===== config.mk =====
export PLATFORM = sky130hd
export DESIGN_NAME = serial_decimal_stepper_positioner_unit
export DESIGN_NICKNAME = d
export VERILOG_FILES = /design/src/rtl/sdsp_pkg.sv /design/src/rtl/sdsp_front.sv /design/src/rtl/sdsp_queue.sv /design/src/rtl/sdsp_back.sv /design/src/rtl/serial_decimal_stepper_positioner_unit.sv
export SDC_FILE = /design/constraint.sdc
export NUM_CORES = 1
export LEC_CHECK = 0
export BUFFER_PORTS_ARGS = -buffer_cell sky130_fd_sc_hd__buf_2
export CAP_MARGIN = 0
export CELL_PAD_IN_SITES_DETAIL_PLACEMENT = 1
export CELL_PAD_IN_SITES_GLOBAL_PLACEMENT = 2
export CORE_UTILIZATION = 42
export CTS_CLUSTER_DIAMETER = 150
export DETAILED_ROUTE_END_ITERATION = 8
export PLACE_DENSITY = 0.93
export SYNTH_ARGS = -nofsm -noshare
export SYNTH_HDL_FRONTEND = slang
export SYNTH_SLANG_ARGS = --single-unit
export TNS_END_PERCENT = 5

===== constraint.sdc =====
create_clock -name clk_i -period 10.6 [get_ports clk_i]
set_input_delay 2.12 -clock clk_i [delete_from_list [all_inputs] [get_ports clk_i]]
set_output_delay 2.12 -clock clk_i [all_outputs]
set_load 0.02 [all_outputs]

===== src/rtl/sdsp_pkg.sv =====
// Shared types and constants for the serial decimal stepper positioner.
// Holds the item structs, the command class and the coil phase table.
// Has no dependencies; every rtl file takes names from here by scope.
package sdsp_pkg;

  localparam int unsigned MAX_DIGITS_DEF = 3;
  localparam int unsigned QUEUE_DEPTH    = 2;

  localparam logic [7:0]  CHAR_CR     = 8'h0D;
  localparam logic [7:0]  CHAR_ZERO   = 8'h30;
  localparam logic [7:0]  CHAR_NINE   = 8'h39;
  localparam logic [9:0]  POS_MAX     = 10'd999;
  localparam logic [15:0] PHASE_RESET = 16'd12000;
  localparam logic [3:0]  COIL_PHASE0 = 4'h5;

  typedef enum logic [1:0] {
    CLS_NONE,
    CLS_TICK,
    CLS_CR,
    CLS_DIGIT
  } cls_e;

  typedef struct packed {
    logic       op;
    logic [7:0] rx_byte;
  } in_item_t;

  typedef struct packed {
    logic       echo_valid;
    logic [7:0] echo_byte;
    logic       line_done;
    logic [3:0] coil_drive;
    logic [9:0] position;
    logic       moving;
  } out_item_t;

  typedef struct packed {
    cls_e       cls;
    logic [7:0] ch;
  } cmd_t;

  typedef struct packed {
    logic full;
    logic not_empty;
  } q_stat_t;

  function automatic logic [3:0] coil_of(input logic [1:0] phase);
    logic [3:0] c;
    case (phase)
      2'd0:    c = 4'h5;
      2'd1:    c = 4'h6;
      2'd2:    c = 4'hA;
      2'd3:    c = 4'h9;
      default: c = 4'h5;
    endcase
    return c;
  endfunction

endpackage


===== src/rtl/sdsp_front.sv =====
// Front end: classifies an incoming item into a command for the queue.
// Uses sdsp_pkg for the item and command types.
module sdsp_front (
  input  sdsp_pkg::in_item_t item_i,
  output sdsp_pkg::cmd_t     cmd_o
);

  always_comb begin
    cmd_o.ch = item_i.rx_byte;
    if (item_i.op) begin
      cmd_o.cls = sdsp_pkg::CLS_TICK;
    end else if (item_i.rx_byte == sdsp_pkg::CHAR_CR) begin
      cmd_o.cls = sdsp_pkg::CLS_CR;
    end else if (item_i.rx_byte inside {[sdsp_pkg::CHAR_ZERO:sdsp_pkg::CHAR_NINE]}) begin
      cmd_o.cls = sdsp_pkg::CLS_DIGIT;
    end else begin
      cmd_o.cls = sdsp_pkg::CLS_NONE;
    end
  end

endmodule


===== src/rtl/sdsp_queue.sv =====
// Short command queue between the front end and the execution unit.
// Uses sdsp_pkg for the command and status types.
module sdsp_queue (
  input  logic              clk_i,
  input  logic              rst_ni,
  input  logic              push_i,
  input  sdsp_pkg::cmd_t    push_cmd_i,
  input  logic              pop_i,
  output sdsp_pkg::cmd_t    head_o,
  output sdsp_pkg::q_stat_t stat_o
);

  localparam int unsigned PtrW = $clog2(sdsp_pkg::QUEUE_DEPTH);
  localparam int unsigned CntW = $clog2(sdsp_pkg::QUEUE_DEPTH + 1);
  localparam logic [CntW-1:0] Depth = CntW'(sdsp_pkg::QUEUE_DEPTH);
  localparam logic [PtrW-1:0] LastPtr = PtrW'(sdsp_pkg::QUEUE_DEPTH - 1);

  sdsp_pkg::cmd_t  mem_q [sdsp_pkg::QUEUE_DEPTH];
  logic [PtrW-1:0] wr_q, wr_d, rd_q, rd_d;
  logic [CntW-1:0] cnt_q, cnt_d;

  always_comb begin
    wr_d  = wr_q;
    rd_d  = rd_q;
    cnt_d = cnt_q;
    if (push_i) begin
      wr_d = (wr_q == LastPtr) ? '0 : wr_q + 1'b1;
    end
    if (pop_i) begin
      rd_d = (rd_q == LastPtr) ? '0 : rd_q + 1'b1;
    end
    if (push_i && !pop_i) begin
      cnt_d = cnt_q + 1'b1;
    end else if (pop_i && !push_i) begin
      cnt_d = cnt_q - 1'b1;
    end
  end

  always_ff @(posedge clk_i or negedge rst_ni) begin
    if (!rst_ni) begin
      wr_q  <= '0;
      rd_q  <= '0;
      cnt_q <= '0;
    end else begin
      wr_q  <= wr_d;
      rd_q  <= rd_d;
      cnt_q <= cnt_d;
    end
  end

  always_ff @(posedge clk_i) begin
    if (push_i) begin
      mem_q[wr_q] <= push_cmd_i;
    end
  end

  assign head_o           = mem_q[rd_q];
  assign stat_o.full      = (cnt_q == Depth);
  assign stat_o.not_empty = (cnt_q != '0);

endmodule


===== src/rtl/sdsp_back.sv =====
// Execution unit: one command per cycle unless a held result stalls;
// updates digit, target, motion state; registers results. Uses sdsp_pkg.
module sdsp_back #(
  parameter int unsigned MaxDigits = sdsp_pkg::MAX_DIGITS_DEF
) (
  input  logic                clk_i,
  input  logic                rst_ni,
  input  logic                cfg_we_i,
  input  logic [15:0]         cfg_wdata_i,
  input  logic                cmd_valid_i,
  input  sdsp_pkg::cmd_t      cmd_i,
  output logic                pop_o,
  output logic                out_valid_o,
  input  logic                out_stall_i,
  output sdsp_pkg::out_item_t out_item_o
);

  localparam int unsigned CntW = $clog2(MaxDigits + 1);
  localparam logic [CntW-1:0] MaxCnt = CntW'(MaxDigits);

  logic [15:0]     phase_ticks_q;
  logic [CntW-1:0] cnt_q, cnt_d;
  logic [9:0]      acc_q, acc_d;
  logic [9:0]      tgt_q, tgt_d;
  logic [9:0]      cur_q, cur_d;
  logic [1:0]      phase_q, phase_d;
  logic [15:0]     hold_q, hold_d;
  logic            out_valid_q;
  sdsp_pkg::out_item_t out_q, out_d;

  logic [13:0] acc_next;
  logic [15:0] hold_inc;
  logic [11:0] here, goal, here_step;
  logic        moving_now;

  assign pop_o      = cmd_valid_i && (!out_valid_q || !out_stall_i);
  assign acc_next   = {1'b0, acc_q, 3'b000} + {3'b000, acc_q, 1'b0} + {10'd0, cmd_i.ch[3:0]};
  assign hold_inc   = hold_q + 16'd1;
  assign here       = {cur_q, phase_q};
  assign goal       = {tgt_q, 2'b00};
  assign moving_now = (cur_q != tgt_q) || (phase_q != 2'd0);

  always_comb begin
    if (here < goal) begin
      here_step = here + 12'd1;
    end else if (here > goal) begin
      here_step = here - 12'd1;
    end else begin
      here_step = here;
    end
  end

  always_comb begin
    cnt_d   = cnt_q;
    acc_d   = acc_q;
    tgt_d   = tgt_q;
    cur_d   = cur_q;
    phase_d = phase_q;
    hold_d  = hold_q;
    out_d.echo_valid = 1'b0;
    out_d.echo_byte  = 8'd0;
    out_d.line_done  = 1'b0;
    case (cmd_i.cls)
      sdsp_pkg::CLS_TICK: begin
        if (!moving_now) begin
          hold_d = '0;
        end else if (hold_inc >= phase_ticks_q) begin
          hold_d  = '0;
          cur_d   = here_step[11:2];
          phase_d = here_step[1:0];
        end else begin
          hold_d = hold_inc;
        end
      end
      sdsp_pkg::CLS_CR: begin
        out_d.line_done = 1'b1;
        if (cnt_q != '0) begin
          tgt_d = acc_q;
          cnt_d = '0;
          acc_d = '0;
        end
      end
      sdsp_pkg::CLS_DIGIT: begin
        if (cnt_q < MaxCnt) begin
          cnt_d = cnt_q + 1'b1;
          acc_d = (acc_next > {4'd0, sdsp_pkg::POS_MAX}) ? sdsp_pkg::POS_MAX : acc_next[9:0];
          out_d.echo_valid = 1'b1;
          out_d.echo_byte  = cmd_i.ch;
        end
      end
      default: begin
      end
    endcase
    out_d.coil_drive = sdsp_pkg::coil_of(phase_d);
    out_d.position   = cur_d;
    out_d.moving     = (cur_d != tgt_d) || (phase_d != 2'd0);
  end

  always_ff @(posedge clk_i or negedge rst_ni) begin
    if (!rst_ni) begin
      phase_ticks_q <= sdsp_pkg::PHASE_RESET;
      cnt_q         <= '0;
      acc_q         <= '0;
      tgt_q         <= '0;
      cur_q         <= '0;
      phase_q       <= '0;
      hold_q        <= '0;
      out_valid_q   <= 1'b0;
    end else begin
      if (cfg_we_i) begin
        phase_ticks_q <= cfg_wdata_i;
      end
      if (pop_o) begin
        cnt_q   <= cnt_d;
        acc_q   <= acc_d;
        tgt_q   <= tgt_d;
        cur_q   <= cur_d;
        phase_q <= phase_d;
        hold_q  <= hold_d;
      end
      out_valid_q <= pop_o || (out_valid_q && out_stall_i);
    end
  end

  always_ff @(posedge clk_i) begin
    if (pop_o) begin
      out_q <= out_d;
    end
  end

  assign out_valid_o = out_valid_q;
  assign out_item_o  = out_q;

endmodule


===== src/rtl/serial_decimal_stepper_positioner_unit.sv =====
// Top level of the serial decimal stepper positioner.
// Instantiates sdsp_front, sdsp_queue and sdsp_back; uses sdsp_pkg.
//
// Each item (a received byte or a time tick) yields exactly one result item.
// The block sustains one item per clock: the execution unit applies one
// command per cycle behind a two-entry queue, so items are accepted back to
// back while results are taken; when a result is held at the output, the
// input stalls once both queue entries are full. An accepted item is written
// into the queue, and its result is registered at the output when the
// execution unit pops it from the head of the queue.
// Up to MaxDigits digits are collected; a carriage return loads the
// target, saturated at 999, and motion proceeds one phase per phase_ticks
// ticks.
module serial_decimal_stepper_positioner_unit #(
  parameter int unsigned MaxDigits = sdsp_pkg::MAX_DIGITS_DEF
) (
  input  logic                clk_i,
  input  logic                rst_ni,
  input  logic                cfg_we_i,
  input  logic [15:0]         cfg_wdata_i,
  input  logic                in_valid_i,
  output logic                in_stall_o,
  input  sdsp_pkg::in_item_t  in_item_i,
  output logic                out_valid_o,
  input  logic                out_stall_i,
  output sdsp_pkg::out_item_t out_item_o
);

  sdsp_pkg::cmd_t    front_cmd;
  sdsp_pkg::cmd_t    head_cmd;
  sdsp_pkg::q_stat_t q_stat;
  logic              push;
  logic              pop;

  assign in_stall_o = q_stat.full;
  assign push       = in_valid_i && !q_stat.full;

  sdsp_front u_front (
    .item_i (in_item_i),
    .cmd_o  (front_cmd)
  );

  sdsp_queue u_queue (
    .clk_i      (clk_i),
    .rst_ni     (rst_ni),
    .push_i     (push),
    .push_cmd_i (front_cmd),
    .pop_i      (pop),
    .head_o     (head_cmd),
    .stat_o     (q_stat)
  );

  sdsp_back #(
    .MaxDigits (MaxDigits)
  ) u_back (
    .clk_i       (clk_i),
    .rst_ni      (rst_ni),
    .cfg_we_i    (cfg_we_i),
    .cfg_wdata_i (cfg_wdata_i),
    .cmd_valid_i (q_stat.not_empty),
    .cmd_i       (head_cmd),
    .pop_o       (pop),
    .out_valid_o (out_valid_o),
    .out_stall_i (out_stall_i),
    .out_item_o  (out_item_o)
  );

  a_full_not_empty: assert property (@(posedge clk_i) disable iff (!rst_ni)
    q_stat.full |-> q_stat.not_empty)
    else $error("queue full while empty");

  a_pos_range: assert property (@(posedge clk_i) disable iff (!rst_ni)
    out_valid_o |-> out_item_o.position <= sdsp_pkg::POS_MAX)
    else $error("position beyond range");

  a_idle_coils: assert property (@(posedge clk_i) disable iff (!rst_ni)
    (out_valid_o && !out_item_o.moving) |-> out_item_o.coil_drive == sdsp_pkg::COIL_PHASE0)
    else $error("coils not at phase zero while idle");

  a_echo_digit: assert property (@(posedge clk_i) disable iff (!rst_ni)
    (out_valid_o && out_item_o.echo_valid) |->
      (!out_item_o.line_done && out_item_o.echo_byte >= sdsp_pkg::CHAR_ZERO &&
       out_item_o.echo_byte <= sdsp_pkg::CHAR_NINE))
    else $error("echo of a non-digit");

endmodule


# [Word-level counts from Yosys, hierarchy flattened]
# Memory sizes are Yosys's and may differ from the RTL's.
# Index checks and enable logic that the tools add are counted.
# W data, S select, Z words.
[word_totals] regBits=96 ramBits=20 elab_cells=103 mem_count=1 out_inout_bits=27 input_bits=30
[classes] muxes=31 order_cmp=7 addsub=10 n_reduce_logical=25 eq_ne=12
[mem_list] name="u_queue.mem_q" words=2 word_bits=10 read_ports=1 rd_clocked_by_memory_dff=0 write_ports=1 line_no="sdsp_queue.sv:18" rtl="sdsp_pkg::cmd_t mem_q [sdsp_pkg::QUEUE_DEPTH];"
[ops] op="$mux W10" count=8
[ops] op="$mux W16" count=2
[ops] op="$mux W12" count=2
[ops] op="$mux W2" count=10
[ops] op="$ne A10 B10 Y1" count=2
[ops] op="$pmux W10 S2" count=1
[ops] op="$add A16 B1 Y16 const B" count=1
[ops] op="$ge A16 B16 Y1" count=1
[ops] op="$pmux W4 S4" count=1
[ops] op="$add A13 B11 Y14" count=1
[ops] op="$add A14 B4 Y14" count=1
[ops] op="$gt A14 B10 Y1 const B" count=1
[ops] op="$add A12 B1 Y12 const B" count=1
[ops] op="$gt A12 B12 Y1" count=1
[ops] op="$lt A12 B12 Y1" count=1
[ops] op="$reduce_bool A2 Y1" count=6
[ops] op="$sub A12 B1 Y12 const B" count=1
[ops] op="$eq A2 B2 Y1 const B" count=5
[ops] op="$mux W9" count=1
[ops] op="$eq A8 B4 Y1 const B" count=1
[ops] op="$ge A8 B6 Y1 const B" count=1
[ops] op="$le A8 B6 Y1 const B" count=1
[ops] op="$logic_and A1 B1 Y1" count=6
[ops] op="$logic_not A1 Y1" count=5
[ops] op="other kinds (12)" count=24

# [Longest topological paths before layout]
# Gate-level depths: netlist of the first run.
[depth] word_depth=8 ltp_mapped=18 depth_no_buf=18

# [By module]
# From an unflattened synthesis of the first run, not the netlist that was laid out.
[hier_totals] cells_unflattened=651 hier_area_um2=6889.1
[modules_own_cells] module="sdsp_back" cells_each=588 area_each_um2=5818.1 instances=1 seq_area_each_um2=2436.1
[modules_own_cells] module="sdsp_queue" cells_each=47 area_each_um2=949.7 instances=1 seq_area_each_um2=700.7
[modules_own_cells] module="sdsp_front" cells_each=15 area_each_um2=107.6 instances=1 seq_area_each_um2=0.0
[modules_own_cells] module="serial_decimal_stepper_positioner_unit" cells_each=1 area_each_um2=13.8 instances=1 seq_area_each_um2=0.0

# [Least setup slack after synthesis of the first run]
# Ideal clock, no wire load.
[synth_timing] path_kind="register -> register" startpoint="register u_queue.rd_q" endpoint="register u_back.acc_q[0]" stages_incl_launch_ff=16 setup_slack_ps=6602 n_path_buf=2 required_ps=10465 arrival_ps=3863 synth_period_minus_slack_ps=3998 setup_ps=135 path_cell_list="dfrtp_1 clkbuf_1 clkbuf_1 mux2_2 fa_1 inv_1 fa_1 nor2b_1 o21ai_0 a21boi_0 o21a_1 o21a_1 nand4b_1 a211o_1 a41oi_1 o21ai_0"
[synth_lines] element="start, declared" line_no="sdsp_queue.sv:19" rtl="logic [PtrW-1:0] wr_q, wr_d, rd_q, rd_d;"
[synth_lines] element="start signal, assigned" line_no="sdsp_queue.sv:46" rtl="rd_q <= rd_d;"
[synth_lines] element="end signal, assigned" line_no="sdsp_back.sv:103" rtl="acc_q <= '0;"
[synth_lines] element="end signal, assigned" line_no="sdsp_back.sv:115" rtl="acc_q <= acc_d;"
[synth_lines] element="end, declared" line_no="sdsp_back.sv:23" rtl="logic [9:0] acc_q, acc_d;"

# [Worst setup path in the final report of the first run]
[layout_timing] startpoint="input port out_stall_i" endpoint="register u_back.hold_q[2]"
[layout_between] elab_chain_cells=4
[layout_lines] element="start, declared" line_no="serial_decimal_stepper_positioner_unit.sv:25" rtl="input logic out_stall_i,"
[layout_lines] element="$logic_not A1 Y1" line_no="sdsp_back.sv:36" rtl="assign pop_o = cmd_valid_i && (!out_valid_q || !out_stall_i);"
[layout_lines] element="$logic_or A1 B1 Y1" line_no="sdsp_back.sv:36"
[layout_lines] element="$logic_and A1 B1 Y1" line_no="sdsp_back.sv:36"
[layout_lines] element="net pop" line_no="serial_decimal_stepper_positioner_unit.sv:33" rtl="logic pop;"
[layout_lines] element="$reduce_and A2 Y1 (no source line)"
[layout_lines] element="end signal, assigned" line_no="sdsp_back.sv:119" rtl="hold_q <= hold_d;"
[layout_lines] element="end, declared" line_no="sdsp_back.sv:27" rtl="logic [15:0] hold_q, hold_d;"
# The timed path passes the listed nets, and every way through them passes these cells.
# A chain may end at the register's enable or synchronous reset.

==> results of run 1 <==
==> registers in the layout, indices dropped and copies added (netlist names), 2 cells and up <==
register and count:
u_queue.mem_q 20, u_back.tgt_q 10, u_back.out_item_o 25, u_back.cur_q 10, u_back.acc_q 10, u_back.cnt_q 2
u_back.phase_ticks_q 16, u_back.phase_q 2, u_back.hold_q 16, u_queue.cnt_q 2
==> critical path: stages <==
cell,delay (ns)
buf_2,0.10
nand2_1,0.07
o21ai_1,0.06
buf_4,0.18
inv_2,0.51
nand2_1,0.54
nor2_1,0.94
nand2_1,0.36
nor2_1,0.19
o21ai_0,0.10
o21ai_0,0.11
==> logic make-up after synthesis <==
logic type / after synthesis / synth area share
AO/OA/AOI/OAI: 136 / 0.134
XOR/XNOR: 56 / 0.0842
adder cells (fa/ha/maj): 59 / 0.112
buffers and inverters: 69 / 0.0385
flip-flops: 116 / 0.466
multiplexers: 15 / 0.0232
AND/OR/NAND/NOR: 203 / 0.142
==> through the flow <==
step	instance area, um^2	hold WS, ns
6_report	7800	0.506
4_1_cts	7800	0.504
3_5_place_dp	7220	0.491
5_1_grt	7800	0.513
2_1_floorplan	6730	0.461
3_3_place_gp	7220	0.476
==> how the worst max path moves through the flow <==
stage                       from           endpoint  slack (ns)  depth (start not counted)
global route         out_stall_i   u_back.hold_q[2]        5.33                         11
detailed placement   out_stall_i  u_back.hold_q[11]        5.32                          9
CTS                  out_stall_i   u_back.hold_q[2]        5.65                         11
global placement     out_stall_i   u_back.hold_q[7]        5.54                         11
floorplan           u_queue.rd_q    u_back.acc_q[0]        6.60                         15
finish               out_stall_i   u_back.hold_q[2]        5.63                         11
==> power by group through the flow <==
stage	Sequential [mW]	Clock, mW	Combinational, mW
5_1_grt	0.699	0.584	0.873
2_1_floorplan	0.693	0	0.534
3_5_place_dp	0.690	0	0.761
3_3_place_gp	0.681	0	0.716
4_1_cts	0.685	0.565	0.784
6_report	0.684	0.555	0.777
==> layer usage <==
metal,GRT usage,up-vias,wire length (um)
met3,0.0437,26,539
met2,0.390,98,8610
met5,0,-,0
met1,0.268,2560,7150
li1,-,2447,-
met4,0.0747,0,287
==> placed cells by master, fill, tap and decap left out, drive strengths merged, types with 5 or more instances in the layout <==
cell type and n:
nand2 73, dfrtp 64, buf 60, o21ai 60, ha 57, inv 53
nor2 49, edfxtp 45, xnor2 37, a21oi 19, nand3 18, clkbuf 17
xor2 14, nor3 13, and3 11, mux2i 10, a32o 10, nand4 7
dfstp 7, a211oi 7, a21o 6, clkinv 6, or4 5, mux2 5
nand2b 5, xnor3 5
==> area by class of cell <==
cell class	instances	area [um^2]
Clock buffer	17	425
Clock inverter	15	149
Fill cell	1754	7630
Inverter	48	180
Multi-Input combinational cell	469	3330
Sequential cell	116	3140
Tap cell	211	264
Timing Repair Buffer	60	310
==> reports/qor.yml, run 1 <==
synthTopCellsByArea: "dfrtp_1 (24%), edfxtp_1 (20%), ha_1 (11%)"
synthArstFlopShare: 0.612
synth.most_common_cell: "nand2_1"
synth_top_area_frac: 0.238
grt_max_degree: 72
drtPass1Iterations: 4
fin_skew_ns: 0.00996
die_height_um: 129
maxSlewHeadroom: 0.307
rr_worst_depth: 16
ys.flop_type: "dfrtp_1"
p_int_mw: 1.22
synth_edf_count: 45
wl_per_cell_um: 17.7
overflow: 0
reg2reg_to: "u_back.out_item_o[13]"
drc: 0
vias: 5131
p_seq_frac: 0.339
power_mw: 2.02
clk_pin_slew_ns: 0.06
antenna_cells: 0
cts_tree: "built"
slew_violations: 0
area_growth_pct: 15.9
ant_nets: 0
outcome: "finished clean"
io_buffers: 56
gp_congestion: 0.831
start_util: 0.436
start_kind: "input port"
viasPerCell: 5.48
syn_avg_cell_area_um2: 10.3
rsz0062_at_grt: "no"
synth_nets: 743
cts_sinks: 116
ys_top_cells_by_count: "nand2_1 (73), dfrtp_1 (64), ha_1 (57), o21ai_0 (54), nor2_1 (49)"
hold_class: "reg2reg"
dp_cells: 904
cts_made_buffers: 17
combPwrFrac: 0.385
layoutNonFillerInstCount: 936
setup_tns_ns: 0
period_needed_ns: 4.97
maxCapViolCount: 0
synth_seq_cells: 116
ios: 57
cts-root-buf: "clkbuf_16"
synth_warnings: 0
fmax_mhz: 201
core_area_um2: 15400
rows: 45
crit_arrival_ns: 5.30
clkPwrFrac: 0.275
first_global_vias: 5605
h-tree-depth: 4
tightest_slew_ns: 1.04
drive_above_1_share: 0.159
synthesis.area_um2: 6730
nets: 801
power.leakage_nw: 3.49
syn-instance-count: 654
min_to: "u_queue.wr_q"
min_period_over_period: 0.469
ir_drop_uv: 158
setup_viol: 0
powerDensity_nw_per_um2: 259
clk_path_buf_depth: 2
drt_iter0_drc: 297
grt_pass1_wl_um: 28100
postCtsHoldBufs: 0
finalHoldViolCount: 0
cp-end-kind: "flip-flop"
synth.distinct_cells: 62
clock_latency_ns: 0.42
r2r_start: "u_back.hold_q[2]"
fin_util: 0.506
grt_usage: 0.221
p_sw_frac: 0.396
reg2reg_setup_slack_ns: 5.89
ys_seq_area_frac: 0.466
crit_type: "in2reg"
yosysTopAreaCell: "dfrtp_1"
p_sw_mw: 0.798
drt-total-wl_um: 16600
hpwl_um: 11600
hold_path_startpoint: "u_queue.wr_q"
critPathRequiredTime_ns: 10.93
post_cts_resize_count: 0
setup_slack_ns: 5.63
dieArea_um2: 16500
die_x_um: 129
cts_setup_buffers: 0
holdPathStages: 1
antenna_found_initial: 0
place_ws_ns: 5.32
crit_path_max_fanout: 29
Note: power is estimated with default switching activity, not from simulation.
==> run 2: changes to the inputs <==
Settings changed: ABC_AREA set to 1, CORE_UTILIZATION 42 to 33, PLACE_DENSITY 0.93 to 0.84.
Clock period 10.6 ns to 4.3 ns, I/O delays scaled along.
==> reports/qor.yml, run 2 <==
outcome: "finished clean"
clk_pin_slew_ns: 0.06  # about the same
largest_registers: "u_back.out_item_o x25, u_queue.mem_q x20"
dr_wl_met2_um: 8540  # -0.74%
cts_sinks: 116  # unchanged
setup_tns_ns: 0  # unchanged
seq_area_um2: 3140  # about the same
ir_drop_uv: 243  # +54%
cts_tree: "built"
fillers: 2512  # +43%
synth_nets: 942  # +27%
hpwl_um: 13000  # +12%
synthesis.area_um2: 7080  # +5.2%
yosysTopAreaCell: "dfrtp_1"
layout_common_cells: "nand2_1 (218), inv_1 (132), dfrtp_1 (63)"
min_period_over_period: 0.904
fin_skew_ns: 0.0128  # +0.00287 ns
io_buffers: 56  # unchanged
routed.top_layer: "met4"
rr_worst_depth: 25  # +9
wl_met3_um: 358  # -34%
powerDensity_nw_per_um2: 774  # +200%
synth.distinct_cells: 50  # -19%
vias: 5769  # +12%
maxSlewHeadroom: 0.356  # +0.0484
synth_warnings: 0  # unchanged
grt_pass1_wl_um: 30200  # +7.4%
h-tree-depth: 4  # unchanged
overflow: 0  # unchanged
dp_cells: 1177  # +30%
crit_type: "reg2reg"
holdPathStages: 2  # +1
cts-root-buf: "clkbuf_16"
finalHoldViolCount: 0  # unchanged
setup_viol: 0  # unchanged
synth_edf_count: 45  # unchanged
crit_path_max_fanout: 7  # -76%
cts_made_buffers: 17  # unchanged
rsz0062_at_grt: "no"
drt_iter0_drc: 304  # +2.4%
slew_violations: 0  # unchanged
multiInputGateArea_um2: 3350  # +0.56%
maxCapViolCount: 0  # unchanged
ios: 57  # unchanged
drtPass1Iterations: 4  # unchanged
rows: 53  # +18%
largest_reg_flops: 25  # unchanged
layoutNonFillerInstCount: 1209  # +29%
syn-instance-count: 853  # +30%
first_global_vias: 6082  # +8.5%
reg2reg_to: "u_back.out_item_o[0]"
reg2reg_setup_slack_ns: 0.41  # -5.48 ns
largest-register: "u_back.out_item_o"
power.leakage_nw: 4.16  # +19%
min_to: "u_back.phase_ticks_q[13]"
ant_nets: 0  # unchanged
drive_above_1_share: 0.158  # -0.000162
clk_path_buf_depth: 2  # unchanged
critPathRequiredTime_ns: 4.48  # -6.45 ns
tightest_slew_ns: 0.963  # -0.0723 ns
die_x_um: 148  # +15%
period_needed_ns: 3.89
area_growth_pct: 17.5
final_common_cell: "nand2_1"
crit_arrival_ns: 4.06  # -1.24 ns
grt_usage: 0.175  # -0.0462
nets: 1010  # +26%
grt_max_degree: 72  # unchanged
synthTopCellsByArea: "dfrtp_1 (23%), edfxtp_1 (19%), nand2_1 (12%)"
antenna_cells: 0  # unchanged
viasPerCell: 4.77  # -13%
die_height_um: 148  # +15%
wl_per_cell_um: 14.6  # -18%
synth_top_area_frac: 0.226  # -0.0118
drt-total-wl_um: 17600  # +6.4%
clock_latency_ns: 0.43  # about the same
fmax_mhz: 257
cp-end-kind: "flip-flop"
ys_top_cells_by_count: "nand2_1 (218), inv_1 (132), dfrtp_1 (64), o21ai_0 (61), nor2_1 (58)"
start_kind: "flip-flop"
start_util: 0.337  # -0.0994
ys_seq_area_frac: 0.443  # -0.0231
hold_path_startpoint: "u_back.phase_ticks_q[13]"
antenna_found_initial: 0  # unchanged
ys.flop_type: "dfrtp_1"
drc: 0  # unchanged
synth_seq_cells: 116  # unchanged
wl_met1_um: 8540  # +19%
core_area_um2: 21000  # +36%
r2r_start: "u_back.hold_q[0]"
synth.most_common_cell: "nand2_1"
syn_avg_cell_area_um2: 8.30  # -19%
gp_congestion: 0.790  # -4.9%
dieArea_um2: 22000  # +33%
hold_class: "reg2reg"
synthArstFlopShare: 0.612  # unchanged
run 2: how the worst max path moves through the flow:
stage	start	endpoint	slack (ns)	depth (start not counted)
2_1_floorplan	u_back.hold_q[4]	u_back.out_item_o[0]	0.68	24
3_3_place_gp	u_back.hold_q[0]	u_back.out_item_o[0]	0.56	25
3_5_place_dp	u_back.hold_q[0]	u_back.out_item_o[0]	0.31	25
4_1_cts	u_back.hold_q[0]	u_back.out_item_o[0]	0.16	25
5_1_grt	u_back.hold_q[4]	u_back.out_item_o[0]	0.007	23
6_report	u_back.hold_q[0]	u_back.out_item_o[0]	0.41	25
run 2: final cells by class:
class,instances,share of cell area
Multi-Input combinational cell,583,0.403
Sequential cell,116,0.377
Inverter,140,0.0635
Clock buffer,17,0.0511
Tap cell,275,0.0414
Timing Repair Buffer,63,0.0403
Clock inverter,15,0.0236
run 2: critical path: stages, from the launching register on:
cell and delay [ns]:
dfrtp_2 0.40, ha_1 0.19, nand2_1 0.07, nor2_2 0.14, nand4_1 0.14, nor2_1 0.16, nand2_1 0.10, nor2_1 0.10
nand4_1 0.14, xor2_2 0.21, inv_1 0.08, ha_1 0.27, nand2_1 0.09, nor3_2 0.24, nand3_1 0.14, nand3_2 0.12
nand2_1 0.09, inv_2 0.12, nand2_1 0.06, o21ai_0 0.06, buf_4 0.16, ha_1 0.14, a21boi_1 0.18, nand3_1 0.08
nor2_1 0.09, nand2_1 0.06
run 2: cells by family (layout without fill, tap and decap cells):
| logic type | after synthesis | count (layout) | share of synthesized area |
|---|---|---|---|
| xor gates and xnor gates | 19 | 19 | 0.0235 |
| adders and majority gates | 59 | 59 | 0.106 |
| buffers and inverters | 154 | 235 | 0.0864 |
| and+or+nand+nor | 382 | 382 | 0.239 |
| muxes | 6 | 6 | 0.00866 |
| DFF | 116 | 116 | 0.443 |
| AOI/OAI and AO/OA | 117 | 117 | 0.0931 |
run 2: timing repair:
item,in CTS,in global routing
endpoints found under the setup margin,0,5
buffers inserted,0,0
hold buffers,0,0
hold endpoints to repair,0,0
gates resized for setup,0,5
run 2: routing by layer:
layer / vias up / global-route usage
met5: - / 0
met4: 0 / 0.0495
li1: 2920 / -
met1: 2786 / 0.226
met2: 48 / 0.299
met3: 15 / 0.0282
run 2: power breakdown:
| part | internal, mW | switching, mW | total, mW | leakage (nW) |
|---|---|---|---|---|
| sequential | 1.58 | 0.253 | 1.83 | 1.35 |
| combinational | 1.01 | 2.07 | 3.09 | 2.51 |
| clock | 0.929 | 0.595 | 1.52 | 0.300 |
run 2: through the flow:
step | util | cell area, um^2 | power, mW | setup slack, ns | hold WS [ns]
4_1_cts | 0.395 | 8300 | 6.52 | 0.155 | 0.494
3_5_place_dp | 0.365 | 7680 | 4.96 | 0.311 | 0.484
5_1_grt | 0.396 | 8320 | 7.02 | 0.00657 | 0.516
6_report | 0.396 | 8320 | 6.44 | 0.414 | 0.494
2_1_floorplan | - | 7080 | 4.09 | 0.680 | 0.465
3_3_place_gp | 0.365 | 7680 | 4.86 | 0.562 | 0.486
